$ cat config.mk
export PLATFORM = sky130hd
export DESIGN_NAME = led_command_stream_parser
export DESIGN_NICKNAME = d
export VERILOG_FILES = /design/src/rtl/lcsp_pkg.sv /design/src/rtl/led_command_stream_parser.sv /design/src/rtl/lcsp_front.sv /design/src/rtl/lcsp_queue.sv /design/src/rtl/lcsp_back.sv
export SDC_FILE = /design/constraint.sdc
export NUM_CORES = 1
export LEC_CHECK = 0
export ABC_AREA = 1
export CAP_MARGIN = 20
export CORE_ASPECT_RATIO = 0.75
export CORE_MARGIN = 8
export CORE_UTILIZATION = 40
export DETAILED_ROUTE_END_ITERATION = 6
export DONT_BUFFER_PORTS = 1
export PLACE_DENSITY_LB_ADDON = 0.15
export SYNTH_ARGS = -nofsm -noshare
export SYNTH_HDL_FRONTEND = slang
export SYNTH_SLANG_ARGS = --single-unit
$ cat constraint.sdc
create_clock -name clk -period 6.05 [get_ports clk]
set_clock_uncertainty 0.05 [all_clocks]
set_input_delay 0.9075 -clock clk [delete_from_list [all_inputs] [get_ports clk]]
set_output_delay 0.9075 -clock clk [all_outputs]
set_load 0.01 [all_outputs]
$ cat src/rtl/lcsp_pkg.sv
// Shared types and constants for the LED command stream parser.
package lcsp_pkg;

  localparam logic [7:0] MAX_LEDS = 8'd255;
  localparam logic [7:0] SYNC_BYTE = 8'hFF;

  localparam logic [2:0] EV_PROTO     = 3'd0;
  localparam logic [2:0] EV_SERIAL    = 3'd1;
  localparam logic [2:0] EV_RESET     = 3'd2;
  localparam logic [2:0] EV_COUNT     = 3'd3;
  localparam logic [2:0] EV_UNLOCK    = 3'd4;
  localparam logic [2:0] EV_LED_WRITE = 3'd5;
  localparam logic [2:0] EV_FRAME_END = 3'd6;

  localparam logic [0:0] REG_LED_COUNT = 1'd0;
  localparam logic [0:0] REG_REVERSE   = 1'd1;

  localparam logic [39:0] NAME_PROTO = "proto";
  localparam logic [39:0] NAME_SNUMB = "snumb";
  localparam logic [39:0] NAME_RNUMB = "rnumb";
  localparam logic [39:0] NAME_LEDSC = "ledsc";
  localparam logic [39:0] NAME_UNLOC = "unloc";
  localparam logic [39:0] NAME_SLEDS = "sleds";

  // Token handed from the front (byte classifier) to the back (event builder).
  typedef struct packed {
    logic [2:0] event_res;
    logic [7:0] led_pos;
    logic [7:0] red;
    logic [7:0] green;
    logic [7:0] blue;
    logic       frame_valid;
  } tok_t;

  localparam int TOK_W = $bits(tok_t);
  localparam int QDEPTH = 4;
  localparam int QAW = 2;

endpackage

$ cat src/rtl/led_command_stream_parser.sv
// Top level of the LED command stream parser.
// Usage:
//   Push one received byte per cycle on rx_byte with push; full stalls the
//   sender. Results come out as a queue: while empty is low the oldest
//   result sits on event_res, led_index, red, green, blue and frame_valid,
//   and pop takes it.
//   Each byte's result passes through the parser register, then the token
//   queue, before it reaches the outputs. One byte per cycle is sustained
//   while full stays low.
//   The parser issues at most one result per byte; a four-entry queue
//   absorbs a stalled reader, and full rises when one slot or none
//   remains free so a token already in the parser always finds room.
//   Configuration: led_count at 0x0, reverse_order at 0x4, written over
//   the APB port while the block is idle; pready is always high.
//   Reset (rst, synchronous) clears the parser to preamble hunting, empties
//   the queue and clears both registers.
module led_command_stream_parser (
  input  logic        clk,
  input  logic        rst,
  input  logic        push,
  output logic        full,
  input  logic [7:0]  rx_byte,
  output logic        empty,
  input  logic        pop,
  output logic [2:0]  event_res,
  output logic [7:0]  led_index,
  output logic [7:0]  red,
  output logic [7:0]  green,
  output logic [7:0]  blue,
  output logic        frame_valid,
  input  logic        psel,
  input  logic        penable,
  input  logic        pwrite,
  input  logic [2:0]  paddr,
  input  logic [31:0] pwdata,
  output logic [31:0] prdata,
  output logic        pready
);

  logic [7:0]               led_count;
  logic                     reverse_order;
  logic                     tok_valid;
  lcsp_pkg::tok_t           tok;
  lcsp_pkg::tok_t           q_tok;
  logic [lcsp_pkg::QAW:0]   q_count;
  logic                     accept;
  logic                     take;

  assign pready = 1'b1;
  assign accept = push & ~full;
  assign take   = pop & ~empty;
  // one token may still be in the parser register
  assign full = q_count >= (lcsp_pkg::QAW+1)'(lcsp_pkg::QDEPTH - 1);

  always_ff @(posedge clk) begin
    if (rst) begin
      led_count     <= 8'd0;
      reverse_order <= 1'b0;
    end else if (psel && penable && pwrite) begin
      case (paddr[2])
        lcsp_pkg::REG_LED_COUNT: led_count     <= pwdata[7:0];
        lcsp_pkg::REG_REVERSE:   reverse_order <= pwdata[0];
        default: ;
      endcase
    end
  end

  always_comb begin
    case (paddr[2])
      lcsp_pkg::REG_LED_COUNT: prdata = {24'd0, led_count};
      lcsp_pkg::REG_REVERSE:   prdata = {31'd0, reverse_order};
      default:                 prdata = 32'd0;
    endcase
  end

  lcsp_front u_front (
    .clk, .rst, .in_valid(accept), .rx_byte, .led_count, .tok_valid, .tok
  );

  lcsp_queue u_queue (
    .clk, .rst, .wr(tok_valid), .wdata(tok), .rd(take), .rdata(q_tok),
    .empty, .count(q_count)
  );

  lcsp_back u_back (
    .tok(q_tok), .led_count, .reverse_order, .event_res, .led_index,
    .red, .green, .blue, .frame_valid
  );

endmodule

$ cat src/rtl/lcsp_front.sv
// Front end: accepts bytes, runs the frame parser, issues tokens.
module lcsp_front (
  input  logic                clk,
  input  logic                rst,
  input  logic                in_valid,
  input  logic [7:0]          rx_byte,
  input  logic [7:0]          led_count,
  output logic                tok_valid,
  output lcsp_pkg::tok_t      tok
);

  typedef enum logic [1:0] {HUNT, CMD, LEDS, TERM} mode_t;

  mode_t       parse_mode;
  logic [1:0]  sync_count;
  logic [7:0]  command_chars [4];
  logic [2:0]  byte_position;
  logic [7:0]  led_position;
  logic [1:0]  color_phase;
  logic [7:0]  held_red;
  logic [7:0]  held_green;
  logic        terminator_ok;

  logic [7:0]  eff_count;
  logic [39:0] name;
  logic [7:0]  led_position_next;
  logic        term_bad;

  assign eff_count = (led_count > lcsp_pkg::MAX_LEDS) ? lcsp_pkg::MAX_LEDS : led_count;
  assign name = {command_chars[0], command_chars[1], command_chars[2],
                 command_chars[3], rx_byte};
  assign led_position_next = led_position + 8'd1;
  assign term_bad = rx_byte != (lcsp_pkg::SYNC_BYTE - {5'd0, byte_position});

  always_ff @(posedge clk) begin
    if (rst) begin
      parse_mode    <= HUNT;
      sync_count    <= 2'd0;
      byte_position <= 3'd0;
      led_position  <= 8'd0;
      color_phase   <= 2'd0;
      held_red      <= 8'd0;
      held_green    <= 8'd0;
      terminator_ok <= 1'b1;
      tok_valid     <= 1'b0;
    end else begin
      tok_valid <= 1'b0;
      if (in_valid) begin
        unique case (parse_mode)
          HUNT: begin
            if (rx_byte == lcsp_pkg::SYNC_BYTE) begin
              if (sync_count != 2'd3) sync_count <= sync_count + 2'd1;
            end else if (sync_count == 2'd3) begin
              command_chars[0] <= rx_byte;
              byte_position    <= 3'd1;
              parse_mode       <= CMD;
            end else begin
              sync_count <= 2'd0;
            end
          end
          CMD: begin
            if (byte_position != 3'd4) begin
              command_chars[byte_position[1:0]] <= rx_byte;
              byte_position <= byte_position + 3'd1;
            end else if (name == lcsp_pkg::NAME_SLEDS) begin
              led_position <= 8'd0;
              color_phase  <= 2'd0;
              byte_position <= 3'd0;
              if (eff_count == 8'd0) begin
                parse_mode    <= TERM;
                terminator_ok <= 1'b1;
              end else begin
                parse_mode <= LEDS;
              end
            end else begin
              parse_mode    <= HUNT;
              sync_count    <= 2'd0;
              byte_position <= 3'd0;
              tok.led_pos <= 8'd0;
              tok.red <= 8'd0;
              tok.green <= 8'd0;
              tok.blue <= 8'd0;
              tok.frame_valid <= 1'b0;
              tok_valid <= 1'b1;
              case (name)
                lcsp_pkg::NAME_PROTO: tok.event_res <= lcsp_pkg::EV_PROTO;
                lcsp_pkg::NAME_SNUMB: tok.event_res <= lcsp_pkg::EV_SERIAL;
                lcsp_pkg::NAME_RNUMB: tok.event_res <= lcsp_pkg::EV_RESET;
                lcsp_pkg::NAME_LEDSC: tok.event_res <= lcsp_pkg::EV_COUNT;
                lcsp_pkg::NAME_UNLOC: tok.event_res <= lcsp_pkg::EV_UNLOCK;
                default: begin
                  tok.event_res <= lcsp_pkg::EV_PROTO;
                  tok_valid <= 1'b0;
                end
              endcase
            end
          end
          LEDS: begin
            if (color_phase == 2'd0) begin
              held_red    <= rx_byte;
              color_phase <= 2'd1;
            end else if (color_phase == 2'd1) begin
              held_green  <= rx_byte;
              color_phase <= 2'd2;
            end else begin
              tok_valid       <= 1'b1;
              tok.event_res   <= lcsp_pkg::EV_LED_WRITE;
              tok.led_pos     <= led_position;
              tok.red         <= held_red;
              tok.green       <= held_green;
              tok.blue        <= rx_byte;
              tok.frame_valid <= 1'b0;
              color_phase     <= 2'd0;
              led_position    <= led_position_next;
              if (led_position_next >= eff_count || led_position_next == 8'd0) begin
                parse_mode    <= TERM;
                byte_position <= 3'd0;
                terminator_ok <= 1'b1;
              end
            end
          end
          TERM: begin
            if (byte_position == 3'd2) begin
              tok_valid       <= 1'b1;
              tok.event_res   <= lcsp_pkg::EV_FRAME_END;
              tok.led_pos     <= 8'd0;
              tok.red         <= 8'd0;
              tok.green       <= 8'd0;
              tok.blue        <= 8'd0;
              tok.frame_valid <= terminator_ok & ~term_bad;
              terminator_ok   <= 1'b1;
              parse_mode      <= HUNT;
              sync_count      <= 2'd0;
              byte_position   <= 3'd0;
            end else begin
              if (term_bad) terminator_ok <= 1'b0;
              byte_position <= byte_position + 3'd1;
            end
          end
          default: parse_mode <= HUNT;
        endcase
      end
    end
  end

  a_term_pos: assert property (@(posedge clk) disable iff (rst)
    parse_mode == TERM |-> byte_position < 3'd3) else $error("terminator position overrun");
  a_color: assert property (@(posedge clk) disable iff (rst)
    color_phase != 2'd3) else $error("bad color phase");
  a_tok_after_in: assert property (@(posedge clk) disable iff (rst)
    tok_valid |-> $past(in_valid)) else $error("token without byte");

endmodule

$ cat src/rtl/lcsp_queue.sv
// Token queue between the front end and the back end.
module lcsp_queue (
  input  logic                 clk,
  input  logic                 rst,
  input  logic                 wr,
  input  lcsp_pkg::tok_t       wdata,
  input  logic                 rd,
  output lcsp_pkg::tok_t       rdata,
  output logic                 empty,
  output logic [lcsp_pkg::QAW:0] count
);

  lcsp_pkg::tok_t              mem [lcsp_pkg::QDEPTH];
  logic [lcsp_pkg::QAW-1:0]    wptr;
  logic [lcsp_pkg::QAW-1:0]    rptr;

  assign empty = count == '0;
  assign rdata = mem[rptr];

  always_ff @(posedge clk) begin
    if (wr) mem[wptr] <= wdata;
  end

  always_ff @(posedge clk) begin
    if (rst) begin
      wptr  <= '0;
      rptr  <= '0;
      count <= '0;
    end else begin
      if (wr) wptr <= wptr + 1'b1;
      if (rd) rptr <= rptr + 1'b1;
      count <= count + {{lcsp_pkg::QAW{1'b0}}, wr} - {{lcsp_pkg::QAW{1'b0}}, rd};
    end
  end

  a_no_over: assert property (@(posedge clk) disable iff (rst)
    wr && !rd |-> count < (lcsp_pkg::QAW+1)'(lcsp_pkg::QDEPTH)) else $error("queue overflow");
  a_no_under: assert property (@(posedge clk) disable iff (rst)
    rd |-> !empty) else $error("queue underflow");
  a_count: assert property (@(posedge clk) disable iff (rst)
    wr && !rd |=> count == $past(count) + 1'b1) else $error("count slip");

endmodule

$ cat src/rtl/lcsp_back.sv
// Back end: maps queued tokens to result fields, mirroring the LED index of LED writes when reverse_order is set.
module lcsp_back (
  input  lcsp_pkg::tok_t tok,
  input  logic [7:0]     led_count,
  input  logic           reverse_order,
  output logic [2:0]     event_res,
  output logic [7:0]     led_index,
  output logic [7:0]     red,
  output logic [7:0]     green,
  output logic [7:0]     blue,
  output logic           frame_valid
);

  logic [7:0] eff_count;

  assign eff_count = (led_count > lcsp_pkg::MAX_LEDS) ? lcsp_pkg::MAX_LEDS : led_count;
  assign event_res = tok.event_res;
  // config must be held stable while the frame is in flight (not enforced here), so mirroring here is safe
  assign led_index = (reverse_order && tok.event_res == lcsp_pkg::EV_LED_WRITE)
                     ? (eff_count - 8'd1 - tok.led_pos) : tok.led_pos;
  assign red         = tok.red;
  assign green       = tok.green;
  assign blue        = tok.blue;
  assign frame_valid = tok.frame_valid;

endmodule

==> results.json <==
{
  "route.detailed.vias_per_inst": 5.07,
  "holdCritPathClass": "in2reg",
  "drive_above_1_share": 0.0817,
  "design.core.area_mm2": 0.0281,
  "yosys_most_used_dff": "sky130_fd_sc_hd__edfxtp_1",
  "fp.dieArea_mm2": 0.0344,
  "leakagePower_uw": 0.00447,
  "post-place-ws_ps": 2050,
  "initial_core_util": 0.408,
  "criticalPathCategory": "reg2out",
  "grt_pass1_wl_mm": 39.7,
  "timing.critical_path.buf_inv": 2,
  "clk_pin_slew_ps": 60,
  "powerDensity_mw_per_mm2": 332,
  "area_delta_synth_final_pct": 10.1,
  "finalWirelength_mm": 25.8,
  "drtIter0Drc": 545,
  "drtPass1Iterations": 5,
  "cts_repair_resize_count": 0,
  "worst_ep_required_time_ps": 5090,
  "slew-limit-headroom": 0.340,
  "max_cap_violations": 0,
  "syn-mean-instance-area_um2": 10.9,
  "hold_path.startpoint": "rst",
  "worstSetupStartpointType": "flip-flop",
  "synth_top_area_frac": 0.554,
  "yosysTopAreaCell": "sky130_fd_sc_hd__edfxtp_1",
  "power.total_uw": 4200,
  "crit_path_end_kind": "output pin",
  "max_stage_delay_ps": 420,
  "die_h_um": 163,
  "gp_routability_congestion": 0.836,
  "ir_worst_vdd_mv": 0.212,
  "area_taken_by_flip_flops_and_latches_mm2": 0.00743,
  "synth.yosys.warnings": 0,
  "detail_route.drc_violations": 0,
  "final_critical_path_setup_slack_ps": 1570,
  "setup.reg_to_reg.worst_slack_ps": 3280,
  "ctsHtreeMaxLevel": 1,
  "seq_area_frac_synth": 0.647,
  "num-fill-cells": 2693,
  "grt_util_all_layers": 0.146,
  "maxClockFrequency_ghz": 0.223,
  "synth_top_area_cells": "sky130_fd_sc_hd__edfxtp_1 (55%), sky130_fd_sc_hd__dfxtp_1 (9.2%), sky130_fd_sc_hd__nor2_1 (4.7%)",
  "worstReg2RegStart": "u_queue.count[1]",
  "report.final.setup_viol": 0,
  "cp_num_cells": 13,
  "largest_net_degree_at_the_start_of_global_routing": 73,
  "nets": 1136,
  "cts.hold.buffers_added": 0,
  "clock_tree.buffer_depth": 3,
  "numCtsBuffers": 28,
  "num_io_pins": 121,
  "routed-via-count": 7410,
  "critical-path-slowest-cell": "sky130_fd_sc_hd__fa_1",
  "cts_setup_buffers": 0,
  "synth_top_cells_by_count": "sky130_fd_sc_hd__edfxtp_1 (212), sky130_fd_sc_hd__nor2_1 (143), sky130_fd_sc_hd__nand2_1 (111)",
  "antenna_found_initial": 0,
  "worst-r2r-cell-count": 10,
  "tritoncts_clock_tree": "done",
  "final_min_period_over_clock_period": 0.741,
  "transition_time_at_the_pin_with_the_least_slew_margin_ps": 988,
  "dieWidth_um": 212,
  "insertedDiodeCount": 0,
  "path_delay_family": "buffers and inverters",
  "hpwlAfterDp_mm": 16.7,
  "clk_root_buffer_cell": "sky130_fd_sc_hd__clkbuf_16",
  "asyncSetResetFlopFracSynth": 0,
  "netlist_instances": 1053,
  "period_minus_slack_ps": 4480,
  "rsz0062_at_grt": "no",
  "crit_end": "led_index[6]",
  "path_cells": "buf_4, inv_1, a32o_1, ha_1, fa_1, nand3_1, nand2_1, a21oi_1, nor2_1, nor2_1, xnor2_1, nand2_1, o21ai_0",
  "rows": 53,
  "status": "finished, final reports clean",
  "synthesis.area_mm2": 0.0115,
  "wire_per_inst_um": 17.7,
  "clk-insertion-delay-late_ps": 550,
  "worst-endpoint-arrival_ps": 3530,
  "residual_antenna_violating_net_count_after_detailed_routing": 0,
  "setup_total_negative_slack_ps": 0,
  "post_synth_num_cell_types": 47,
  "post_synthesis_sequential_element_count": 265,
  "worstPathMaxFanout": 30,
  "grt_pass1_vias": 6574,
  "finalHoldViolations": 0,
  "globalRouteOverflowTotal": 0,
  "regToRegEndpoint": "u_front.command_chars[3][5]",
  "port_buffers": 0,
  "synth.most_common_cell": "sky130_fd_sc_hd__edfxtp_1",
  "synth_enable_flop_cells": 212,
  "timing_max_transition_violations_final": 0,
  "multi_input_area_mm2": 0.00341,
  "clock-sinks": 265
}
worst reg2reg max path: stages (launching register included):
cell	delay (ps)
sky130_fd_sc_hd__dfxtp_1	360
sky130_fd_sc_hd__ha_1	210
sky130_fd_sc_hd__o21ai_1	170
sky130_fd_sc_hd__nand3_1	330
sky130_fd_sc_hd__nor2_1	190
sky130_fd_sc_hd__inv_1	120
sky130_fd_sc_hd__nor2_1	100
sky130_fd_sc_hd__inv_1	60
sky130_fd_sc_hd__nor2_1	160
sky130_fd_sc_hd__inv_1	80
sky130_fd_sc_hd__nor2_1	570
where the power goes:
| group | internal, µW | leakage [µW] | switching, µW |
|---|---|---|---|
| Sequential | 1970 | 0.00236 | 24.2 |
| Combinational | 178 | 0.00169 | 457 |
| Clock | 868 | 0.000425 | 698 |
| Total | 3020 | 0.00447 | 1180 |
metrics by stage:
step	utilization	cell area, µm²	hold slack [ps]	std cells
2_1_floorplan	-	11600	379	1076
3_3_place_gp	0.420	11800	390	1411
3_5_place_dp	0.420	11800	396	1411
4_1_cts	0.450	12600	354	1462
5_1_grt	0.450	12600	345	1462
6_report	0.450	12600	379	1462
layer usage:
layer  GRT usage  up-vias  routed length (µm)
met1       0.227     3574               13300
met4      0.0255        0                 296
met3      0.0265       23                1380
met2       0.209      170               10800
met5           0        -                   0
li1            -     3643                   -
logic make-up (layout without fill, tap and decap cells):
family,after synthesis,in the layout,share of synthesized area
compound gates,215,215,0.103
xor+xnor,9,9,0.00686
fa+ha+maj,30,30,0.0340
buf+inv,168,169,0.0650
flops,265,265,0.647
other cells,2,25,0.000654
simple gates,364,364,0.143
final cells by class:
cell class,count,area share
Multi-Input combinational cell,643,0.269
Clock inverter,17,0.00890
Clock buffer,34,0.0580
Sequential cell,265,0.587
Inverter,107,0.0318
Timing Repair Buffer,11,0.00653
Tap cell,385,0.0381
flip-flops by register name, indices dropped and copies added (netlist names), 2 cells and up, named ones only:
signal,cells
led_count,8
u_front.byte_position,3
u_front.color_phase,2
u_front.command_chars,32
u_front.held_green,8
u_front.held_red,8
u_front.led_position,8
u_front.sync_count,2
u_front.tok,36
u_queue.count,3
u_queue.mem,144
u_queue.rptr,2
u_queue.wptr,2
placed cells by master, fill, tap and decap left out, types with 32 or more instances in the layout:
cell | Yosys | layout
sky130_fd_sc_hd__a21oi_1 | 64 | 64
sky130_fd_sc_hd__nand3_1 | 32 | 32
sky130_fd_sc_hd__o21ai_0 | 97 | 97
sky130_fd_sc_hd__edfxtp_1 | 212 | 212
sky130_fd_sc_hd__nor2_1 | 143 | 143
sky130_fd_sc_hd__dfxtp_1 | 53 | 52
sky130_fd_sc_hd__inv_1 | 101 | 101
sky130_fd_sc_hd__nand2_1 | 111 | 111
how the worst min path moves through the flow:
stage | to | slack, ps | cells after the start
after floorplan | u_front.terminator_ok | 380 | 2
after global placement | u_front.held_red[3] | 390 | 2
after detailed placement | u_front.held_red[2] | 400 | 2
after CTS | u_queue.count[1] | 350 | 1
after global routing | u_front.led_position[3] | 350 | 1
final | u_queue.count[1] | 380 | 1
(Power assumes the default switching activity.)
